**src/rtl/pch_pkg.sv**
```systemverilog
// Package for the pair contingency histogram.
// Holds request and status codes, the report struct and default sizes.
// No dependencies.
package pch_pkg;

  localparam int DEF_MAX_CLUSTERS = 64;
  localparam int DEF_MAX_GROUPS   = 16;
  localparam int DEF_COUNT_BITS   = 32;

  localparam int PADDR_W = 3;
  localparam int PDATA_W = 32;

  // word index of the single register on the APB port
  localparam logic REG_EXPECTED_GROUPS = 1'b0;

  typedef enum logic [1:0] {
    REQ_ADD    = 2'd0,
    REQ_FINISH = 2'd1,
    REQ_READ   = 2'd2,
    REQ_NOP    = 2'd3
  } req_t;

  typedef enum logic [2:0] {
    ST_OK            = 3'd0,
    ST_NO_CELLS      = 3'd1,
    ST_BEYOND        = 3'd2,
    ST_GROUP_RANGE   = 3'd3,
    ST_CLUSTER_RANGE = 3'd4
  } status_t;

  typedef struct packed {
    status_t    status;
    logic [7:0] rows;
    logic [7:0] cols;
    logic       warn;
  } report_t;

endpackage

```
**src/rtl/pch_stats.sv**
```systemverilog
// Range tracker of the pair contingency histogram: minimum and maximum of
// cluster and group, seen flags, and the status and table size they imply.
// Depends on pch_pkg.
module pch_stats
  import pch_pkg::*;
(
  input  logic       clk,
  input  logic       rst,
  input  logic       upd,
  input  logic       upd_beyond,
  input  logic [7:0] upd_cluster,
  input  logic [7:0] upd_group,
  input  logic [7:0] expected_groups,
  output report_t    report
);

  logic [7:0] cluster_low, cluster_high, group_low, group_high;
  logic       any_seen, beyond_store;

  // fold each added cell into the ranges
  always_ff @(posedge clk) begin
    if (rst) begin
      cluster_low  <= 8'hFF;
      cluster_high <= 8'h00;
      group_low    <= 8'hFF;
      group_high   <= 8'h00;
      any_seen     <= 1'b0;
      beyond_store <= 1'b0;
    end else if (upd) begin
      if (upd_cluster < cluster_low)  cluster_low  <= upd_cluster;
      if (upd_cluster > cluster_high) cluster_high <= upd_cluster;
      if (upd_group < group_low)      group_low    <= upd_group;
      if (upd_group > group_high)     group_high   <= upd_group;
      any_seen <= 1'b1;
      if (upd_beyond) beyond_store <= 1'b1;
    end
  end

  // status by priority, then size and warning when clean
  always_comb begin
    report = '{status: ST_OK, rows: 8'h00, cols: 8'h00, warn: 1'b0};
    if (!any_seen) begin
      report.status = ST_NO_CELLS;
    end else if (beyond_store) begin
      report.status = ST_BEYOND;
    end else if (group_low != 8'd1 || group_high == group_low) begin
      report.status = ST_GROUP_RANGE;
    end else if (cluster_low != 8'd1 || cluster_high == cluster_low) begin
      report.status = ST_CLUSTER_RANGE;
    end else begin
      report.rows = cluster_high;
      report.cols = group_high;
      if (expected_groups != 8'h00) begin
        if (group_high > expected_groups) begin
          report.warn = 1'b1;
        end else begin
          report.cols = expected_groups;
        end
      end
    end
  end

endmodule

```
**config.mk**
```make
export PLATFORM = sky130hd
export DESIGN_NAME = pch_stats
export DESIGN_NICKNAME = d
export VERILOG_FILES = /design/src/rtl/pch_pkg.sv /design/src/rtl/pch_stats.sv
export SDC_FILE = /design/constraint.sdc
export NUM_CORES = 1
export LEC_CHECK = 0
export CAP_MARGIN = 30
export CORE_UTILIZATION = 45
export DETAILED_ROUTE_END_ITERATION = 12
export DONT_BUFFER_PORTS = 1
export PLACE_DENSITY = 0.58
export SYNTH_ARGS = -nofsm -noshare
export SYNTH_HDL_FRONTEND = slang
export SYNTH_SLANG_ARGS = --single-unit
```
**constraint.sdc**
```tcl
create_clock -name clk -period 2.8 [get_ports clk]
set_input_delay 0.28 -clock clk [delete_from_list [all_inputs] [get_ports clk]]
set_output_delay 0.28 -clock clk [all_outputs]
set_load 0.1 [all_outputs]
```
==> metrics.md, run 1 <==
| Metric | Value |
|---|---|
| Outcome | finished clean |
| I/O Buffers | 0 |
| Crit-path max FO | 17 |
| Crit path DAT | 2.28 ns |
| DR WL/cell | 15.9 um |
| Max Root-Sink Buffers | 2 |
| Core area | ~0.0059 mm2 |
| Critical path, cell by cell | ha_1 > nor2b_1 > o211ai_1 > a21o_1 > nand3_1 > a21oi_2 > buf_12 |
| DR DRC count | 0 |
| Clock Pin Slew Worst Setup and Hold Paths | 0.08 ns |
| Max Clock Freq | 391 MHz |
| Fin crit share | 91.3% |
| Syn_area_per_cell | 7.80 um2 |
| Slew Viols, Final | 0 |
| GRT overflow | 0 |
| Routability cong. | 0.821 |
| Drt total wl | 7.11 mm |
| Register area share after synthesis | approximately a quarter |
| WHS | 0.0475 ns |
| HP Class | primary input to flip-flop |
| CP Buf/Inv Count | 1 |
| Total Power | 1.27 mW |
| Die Span Y | about 80 um |
| Initial core utilization | ~47% |
| Die area | 0.00644 mm2 |
| HPWL after DPL | roughly 5.5 mm |
| Post-synth ARST share | 0% |
| Largest net degree at the start of global routing | 51 |
| Rel. slew slack | 53.3% |
| DRT Pass-1 Iters | 4 |
| Post-route setup TNS | 0 ns |
| Reg2Reg Setup Slack | 0.65 ns |
| Chip width | 80.2 um |
| Top cell family by delay on the critical path | compound AO/OA/AOI/OAI gates |
| CP max-delay cell | a21o_1 |
| First-pass GRT wire length | 11.6 mm |
| # diodes | 0 |
| Setup Skew | 0.00953 ns |
| Post-CTS Setup Inserts | 0 |
| Static Leak | 1.45 nW |
| Syn Std Cell Area | 0.00275 mm2 |
| Synthesized instance count | 353 |
| Via count | 2561 |
| Crit path capture type | primary output |
| Net Count, Synth | 419 |
| Number of DRC markers in iteration 0 | 167 |
| Ys flop type | dfxtp_1 |
| Critical Path Max Stage Delay | 0.44 ns |
| Vias in the first global route | 2359 |
| Total CTS buffers | 5 |
| Fin util | 55.4% |
| Placed insts | 438 |
| Number of flops mapped to enable cells by yosys | 0 |
| Distinct cells, synth | 34 |
| Clock Tree Root | clkbuf_8 |
| Rows | 28 |
| Number of H-tree levels | 2 |
| GRT Total Usage | 23.6% |
| Pwr/cell area | 386 mW/mm2 |
| Syn-to-layout area delta | 19.2% |
| Ports | 48 |
| Post-DRT Antenna Nets | 0 |
| CTS tree | yes |
| Max VDD drop | 202 uV |
| Setup crit start kind | flip-flop |
| Layout Cells excl Fill | 446 |
| Ys Warns | 0 |
| # clock sinks | 34 |
| # setup viols final | 0 |
| Flops & latches, synth | 34 |
| Crit path kind | flip-flop to primary output |
| Final Critical Period | 2.56 ns |
| Final hold violation count | 0 |
| Clk_lat worst skew | 0.29 ns |
| Post-route cell area | 0.00328 mm2 |
| Area after DPL | 0.00319 mm2 |
| Worst-Margin Slew | 0.698 ns |
| Worst Path Required | 2.52 ns |
| Hold_buf cts | 0 |
| CTS resizes | 0 |
| Nets | roughly 440 |
| RSZ-0062 raised after global routing | false |
| Initial antenna violation count | 0 |
| Final setup margin | 0.244 ns |
| Maxcap violations | 0 |
| Share of layout cells above drive strength 1 | 16.7% |
| Place WS | 0.581 ns |
| Via density | 5.74 |
==> area by class of cell <==
type / instances / area (um2)
repair buffers: 22 / 353
clock inverters: 2 / 12.5
inverters: 39 / 146
well taps: 75 / 93.8
clock buffers: 6 / 82.6
flip-flops and latches: 34 / 681
fillers: 562 / 2640
multi-input cells: 268 / 1910
==> cell families (layout without fill, tap and decap cells) <==
kind of cell	after synthesis	count (layout)	share of synthesized area [%]
AO/OA/AOI/OAI	90	90	20.5
XOR/XNOR	16	16	5.09
adder cells (fa/ha/maj)	38	38	17.3
buffers and inverters	51	69	7.36
flip-flops	34	34	24.7
multiplexers	16	16	5.82
AND/OR/NAND/NOR	108	108	19.3
==> layout by cell type, fill, tap and decap left out, types with 10 or more instances in the layout <==
master	Yosys	layout
a21oi_2	5	10
nand3_1	24	24
buf_12	0	15
dfxtp_1	34	34
nor4_1	10	10
ha_1	38	38
mux2i_1	16	16
nor2_1	45	37
xor2_1	16	16
o21ai_0	20	19
a21oi_1	35	30
inv_1	38	38
==> state kept, by name, summed over array words and instances, names as in the netlist <==
signal,count
group_low,8
cluster_high,8
beyond_store,1
any_seen,1
cluster_low,8
group_high,8
==> path summary, 6_finish.rpt <==
path,from,to,cells after the start
hold / removal,rst,group_high[4]$_SDFFE_PP0P_,1
setup / recovery,group_high[1]$_SDFFE_PP0P_,report[6],7
setup reg to reg,group_high[3]$_SDFFE_PP0P_,group_high[1]$_SDFFE_PP0P_,7
hold reg to reg,cluster_high[4]$_SDFFE_PP0P_,cluster_high[4]$_SDFFE_PP0P_,2
==> cells in the mapped netlist, types with 10 or more instances <==
cell | count | share of area (%)
nor4_1 | 10 | 2.3
xor2_1 | 16 | 5.1
a21oi_1 | 35 | 6.4
o21ai_0 | 20 | 3.6
inv_1 | 38 | 5.2
ha_1 | 38 | 17
nand3_1 | 24 | 4.4
dfxtp_1 | 34 | 25
mux2i_1 | 16 | 5.8
nor2_1 | 45 | 6.1
==> report_power, final <==
part	switching (mW)	internal (mW)	total (mW)
Clock	0.196	0.198	0.394
Sequential	0.0479	0.522	0.570
Combinational	0.171	0.133	0.304
Total	0.414	0.853	1.27
==> routing by layer <==
layer	track usage (%)	vias up	wire length, um
li1	-	1290	-
met1	30.5	1190	3270
met2	39.7	73	3310
met3	4.32	8	425
met4	6.43	0	110
met5	0	-	0
Note: power is estimated with default switching activity, not from simulation.
==> inputs of run 2 (changes only) <==
==> constraint.sdc (replaced) <==
create_clock -name clk -period 2.8 [get_ports clk]
set_input_delay 0.14 -clock clk [delete_from_list [all_inputs] [get_ports clk]]
set_output_delay 0.14 -clock clk [all_outputs]
set_load 0.1 [all_outputs]
==> metrics.md, run 2 (synthesis results as in run 1) <==
| Metric | Value |
|---|---|
| CTS tree | yes |
| Max Root-Sink Buffers | 2 (unchanged) |
| Vias in the first global route | 2435 (+3.2%) |
| GRT Total Usage | 23.6% (+0.070 points) |
| DR DRC count | 0 (unchanged) |
| Area after DPL | 0.00301 mm2 (-5.5%) |
| Die area | 0.00644 mm2 (unchanged) |
| Footprint of the multi-input gates | 0.00192 mm2 (+0.39%) |
| WHS | 0.00333 ns (-0.0441 ns) |
| Reg2Reg Launch Point | group_high[2]$_SDFFE_PP0P_ |
| Placed insts | 438 (unchanged) |
| Crit path capture type | flip-flop |
| Routability cong. | 0.781 (-4.8%) |
| Clock Tree Root | clkbuf_8 |
| Crit path kind | flip-flop to flip-flop |
| Total CTS buffers | 5 (unchanged) |
| HP Start | rst |
| Fillers | 564 (+0.36%) |
| Number of DRC markers in iteration 0 | 113 (-32%) |
| # clock sinks | 34 (unchanged) |
| Die Span Y | 80.2 um (unchanged) |
| RSZ-0062 raised after global routing | false |
| Ports | 48 (unchanged) |
| Worst-Margin Slew | 0.739 ns (+0.0406 ns) |
| Layout Cells excl Fill | 457 (+2.5%) |
| Chip width | 80.2 um (unchanged) |
| Register area | 681 um2 (unchanged) |
| Fin util | 55.2% (-0.25 points) |
| Rows | 28 (unchanged) |
| Pwr/cell area | 443 mW/mm2 (+15%) |
| Nets | 447 (+2.5%) |
| Syn-to-layout area delta | 18.6% |
| Final Critical Period | 2.69 ns (+0.139 ns) |
| Rel. slew slack | 50.6% (-2.7 points) |
| Final hold violation count | 0 (unchanged) |
| Crit path DAT | 2.88 ns (+0.60 ns) |
| Share of layout cells above drive strength 1 | 16.2% (-0.48 points) |
| Clk_lat worst skew | 0.29 ns (about the same) |
| Worst Path Required | 2.99 ns (+0.47 ns) |
| Final setup margin | 0.105 ns (-0.139 ns) |
| GRT overflow | 0 (unchanged) |
| Core area | 0.00592 mm2 (unchanged) |
| Slew Viols, Final | 0 (unchanged) |
| First-pass GRT wire length | 11.6 mm (+0.35%) |
| Clock Pin Slew Worst Setup and Hold Paths | 0.08 ns (about the same) |
| Outcome | finished clean |
| Crit-path max FO | 8 (-9) |
| Static Leak | 1.48 nW (+2.3%) |
| Max VDD drop | 290 uV (+44%) |
| Setup Skew | 0.00958 ns (+0.0000426 ns) |
| Number of H-tree levels | 2 (unchanged) |
| Place WS | 0.522 ns (-0.0598 ns) |
| Drt total wl | 7.18 mm (+0.91%) |
| Max Clock Freq | 371 MHz (-5.2%) |
| Post-route cell area | 0.00327 mm2 (-0.46%) |
| # diodes | 0 (unchanged) |
| Setup crit start kind | flip-flop |
| Largest net degree at the start of global routing | 34 (-33%) |
| DR WL/cell | 15.7 um (-1.5%) |
| # setup viols final | 0 (unchanged) |
| Critical path origin | group_high[2]$_SDFFE_PP0P_ |
| I/O Buffers | 0 (unchanged) |
| Initial antenna violation count | 0 (unchanged) |
| Via count | 2576 (+0.59%) |
| Total Power | 1.45 mW (+14%) |
| DRT Pass-1 Iters | 4 (unchanged) |
| Most frequent cells in the layout | 38 x inv_1, 38 x ha_1, 37 x nor2_1, 34 x dfxtp_1, 30 x a21oi_1 |
| Post-DRT Antenna Nets | 0 (unchanged) |
| Via density | 5.64 (-1.8%) |
| Post-route setup TNS | 0 ns (unchanged) |
| Maxcap violations | 0 (unchanged) |
| Initial core utilization | 46.5% (unchanged) |
| HPWL after DPL | 5.50 mm (+0.43%) |
| HP Class | primary input to flip-flop |
| Fin crit share | 96.2% (+5.0 points) |
| Post-CTS Setup Inserts | 0 (unchanged) |
-- run 2: cell count changes in the layout (fill, tap and decap cells not counted), sizes merged --
cell and delta:
bufinv +2, dlygate4sd3 +11, clkbuf -1, clkinvlp -1
-- run 2: repair_timing --
item / 4_1_cts / 5_1_grt
endpoints found under the hold margin: 18 / 1
hold buffers: 10 / 1
setup endpoints to repair: 0 / 1
gates resized for setup: 0 / 1
-- run 2: critical path, cell delays in order (launching register included) --
cell	delay (ns)
dfxtp_1	0.45
inv_1	0.13
ha_1	0.32
nand4_1	0.15
or3b_2	0.50
a21o_1	0.26
nand3_1	0.11
a21oi_1	0.07
dlygate4sd3_1	0.59
-- run 2: final cells by class --
| type | instances | area share, % |
|---|---|---|
| Clock buffer | 5 | 2.11 |
| Timing Repair Buffer | 33 | 8.81 |
| Multi-Input combinational cell | 268 | 58.8 |
| Sequential cell | 34 | 20.8 |
| Inverter | 39 | 4.48 |
| Clock inverter | 3 | 2.11 |
| Tap cell | 75 | 2.87 |
-- run 2: power breakdown --
group | internal [mW] | switching, mW | leakage [nW] | total [mW]
registers | 0.522 | 0.0482 | 0.280 | 0.570
logic | 0.144 | 0.180 | 1.13 | 0.324
clock network | 0.357 | 0.195 | 0.0683 | 0.552
total | 1.02 | 0.423 | 1.48 | 1.45
-- run 2: path summary, 6_finish.rpt --
| path | end | slack (ns) | depth (start not counted) |
|---|---|---|---|
| worst min register to register | cluster_high[3]$_SDFFE_PP0P_ | 0.50 | 2 |
| worst min-delay path | group_low[6]$_SDFFE_PP1P_ | 0.003 | 2 |
| worst max-delay path | group_high[3]$_SDFFE_PP0P_ | 0.11 | 8 |
| worst max register to register | group_high[3]$_SDFFE_PP0P_ | 0.11 | 8 |
-- run 2: layer usage --
layer / part of all wire [%] / wire length [um] / vias to the layer above / global-route usage [%]
met5: 0 / 0 / - / 0
met3: 3.4 / 242 / 8 / 4.20
met4: 1.3 / 93 / 0 / 6.07
met2: 48 / 3460 / 52 / 40.9
met1: 47 / 3380 / 1202 / 30.0
li1: - / - / 1314 / -
==> inputs of run 3 (changes only) <==
PLACE_DENSITY = unset   (was 0.58)
PLACE_DENSITY_LB_ADDON = 0.15   (was unset)
REMOVE_ABC_BUFFERS = 1   (was unset)
clock period = 3.15 ns   (was 2.8 ns; I/O delays follow)
==> metrics.md, run 3 (synthesis results as in run 1) <==
| Metric | Value |
|---|---|
| Setup Skew | 0.00680 ns (-0.00277 ns) |
| Maxcap violations | 0 (unchanged) |
| Clock Pin Slew Worst Setup and Hold Paths | 0.08 ns (about the same) |
| Initial core utilization | 46.5% (unchanged) |
| Rel. slew slack | 47.4% (-3.2 points) |
| Max VDD drop | 209 uV (-28%) |
| Final hold violation count | 0 (unchanged) |
| Pwr/cell area | 377 mW/mm2 (-15%) |
| Outcome | finished clean |
| Most frequent cells in the layout | 38 x inv_1, 38 x ha_1, 37 x nor2_1, 34 x dfxtp_1, 30 x a21oi_1 |
| Die area | 0.00644 mm2 (unchanged) |
| Crit path kind | flip-flop to primary output |
| Chip width | 80.2 um (unchanged) |
| Crit path DAT | 2.52 ns (-0.36 ns) |
| Worst hold stages | 2 (unchanged) |
| Layout Cells excl Fill | 447 (-2.2%) |
| Total CTS buffers | 5 (unchanged) |
| Largest net degree at the start of global routing | 34 (unchanged) |
| # clock sinks | 34 (unchanged) |
| Max Clock Freq | 373 MHz |
| Number of H-tree levels | 2 (unchanged) |
| Ports | 48 (unchanged) |
| Clock Tree Root | clkbuf_8 |
| Static Leak | 1.42 nW (-3.9%) |
| Met2 wire length | 3.61 mm (+4.2%) |
| DRT Pass-1 Iters | 4 (unchanged) |
| Placed insts | 437 (-0.23%) |
| HPWL after DPL | 5.31 mm (-3.4%) |
| # setup viols final | 0 (unchanged) |
| HP Class | primary input to flip-flop |
| Clk_lat worst skew | 0.29 ns (about the same) |
| Met3 Wirelength | 298 um (+23%) |
| Vias in the first global route | 2428 (-0.29%) |
| Setup crit start kind | flip-flop |
| Via count | 2518 (-2.3%) |
| Post-DRT Antenna Nets | 0 (unchanged) |
| Nets | 437 (-2.2%) |
| I/O Buffers | 0 (unchanged) |
| Crit-path max FO | 15 (+7) |
| CTS resizes | 0 (unchanged) |
| DR WL/cell | 15.6 um (-0.41%) |
| CTS tree | yes |
| Initial antenna violation count | 0 (unchanged) |
| Worst-Margin Slew | 0.786 ns (+0.0476 ns) |
| Via density | 5.63 (about the same) |
| Syn-to-layout area delta | 13.4% |
| # diodes | 0 (unchanged) |
| Core area | 0.00592 mm2 (unchanged) |
| Share of layout cells above drive strength 1 | 16.4% (+0.17 points) |
| Reg2reg path depth | 6 (-2) |
| Slew Viols, Final | 0 (unchanged) |
| RSZ-0062 raised after global routing | false |
| Routability cong. | 0.778 (-0.38%) |
| Post-route cell area | 0.00312 mm2 (-4.4%) |
| Crit path capture type | primary output |
| Worst Path Required | 2.99 ns (about the same) |
| GRT overflow | 0 (unchanged) |
| Drt total wl | 6.99 mm (-2.6%) |
| Die Span Y | 80.2 um (unchanged) |
| Final Critical Period | about 2.7 ns |
| Fin util | 52.7% (-2.5 points) |
| Area after DPL | 0.00299 mm2 (-0.66%) |
| GRT Total Usage | 23.2% (-0.45 points) |
| Post-Route M1 WL | 3.00 mm (-11%) |
| Max Root-Sink Buffers | 2 (unchanged) |
| First-pass GRT wire length | 11.3 mm (-2.3%) |
| Rows | 28 (unchanged) |
| Fin crit share | 85.1% |
| Top layer in use | met4 |
| Number of DRC markers in iteration 0 | 114 (+0.88%) |
| DR DRC count | 0 (unchanged) |
## run 3: cell count changes in the layout (fill, tap and decap cells not counted), sizes merged
cell | previous run | this run
buf | 22 | 21
bufinv | 2 | 0
clkbuf | 5 | 8
clkinv | 1 | 0
dlygate4sd3 | 11 | 2
## run 3: routing by layer
metal	up-vias	track usage [%]
met2	45	43.2
met5	-	0
met4	0	5.71
met1	1175	26.8
li1	1288	-
met3	10	4.43
## run 3: metrics by stage
stage,setup slack [ns],hold slack [ns],setup TNS [ns],power [mW]
after floorplan,-0.0983,0.227,-0.225,0.720
after global placement,0.822,0.232,0,0.780
after detailed placement,0.727,0.233,0,0.788
after CTS,0.409,0.00244,0,1.19
after global routing,0.274,0.0238,0,1.25
final,0.470,0.0151,0,1.18
## run 3: power by group
group / internal, mW / switching (mW) / total, mW
clock: 0.221 / 0.172 / 0.393
combinational: 0.121 / 0.159 / 0.279
sequential: 0.464 / 0.0406 / 0.505
## run 3: repair_timing
action,CTS,global route
hold buffers,2,0
buffers inserted,0,0
endpoints found under the hold margin,18,0
## run 3: cell type report
cell class	instances	area, um2
Sequential cell	34	681
Fill cell	603	2800
Inverter	39	146
Tap cell	75	93.8
Clock buffer	8	110
Multi-Input combinational cell	268	1910
Timing Repair Buffer	23	178
## run 3: worst paths after layout
check | slack, ns | end | startpoint
max | 0.47 | report[4] | group_low[1]$_SDFFE_PP1P_
min | 0.02 | cluster_high[2]$_SDFFE_PP0P_ | upd_cluster[2]
max reg2reg | 1.03 | group_low[1]$_SDFFE_PP1P_ | group_low[3]$_SDFFE_PP1P_
min reg2reg | 0.50 | cluster_high[2]$_SDFFE_PP0P_ | cluster_high[2]$_SDFFE_PP0P_
## run 3: worst max-delay path: stages (launching register included)
cell and delay [ns]:
dfxtp_1 0.35, nor4_1 0.32, nand4_1 0.19, a211oi_2 0.33, nand3_2 0.46, a21oi_2 0.26, buf_4 0.32
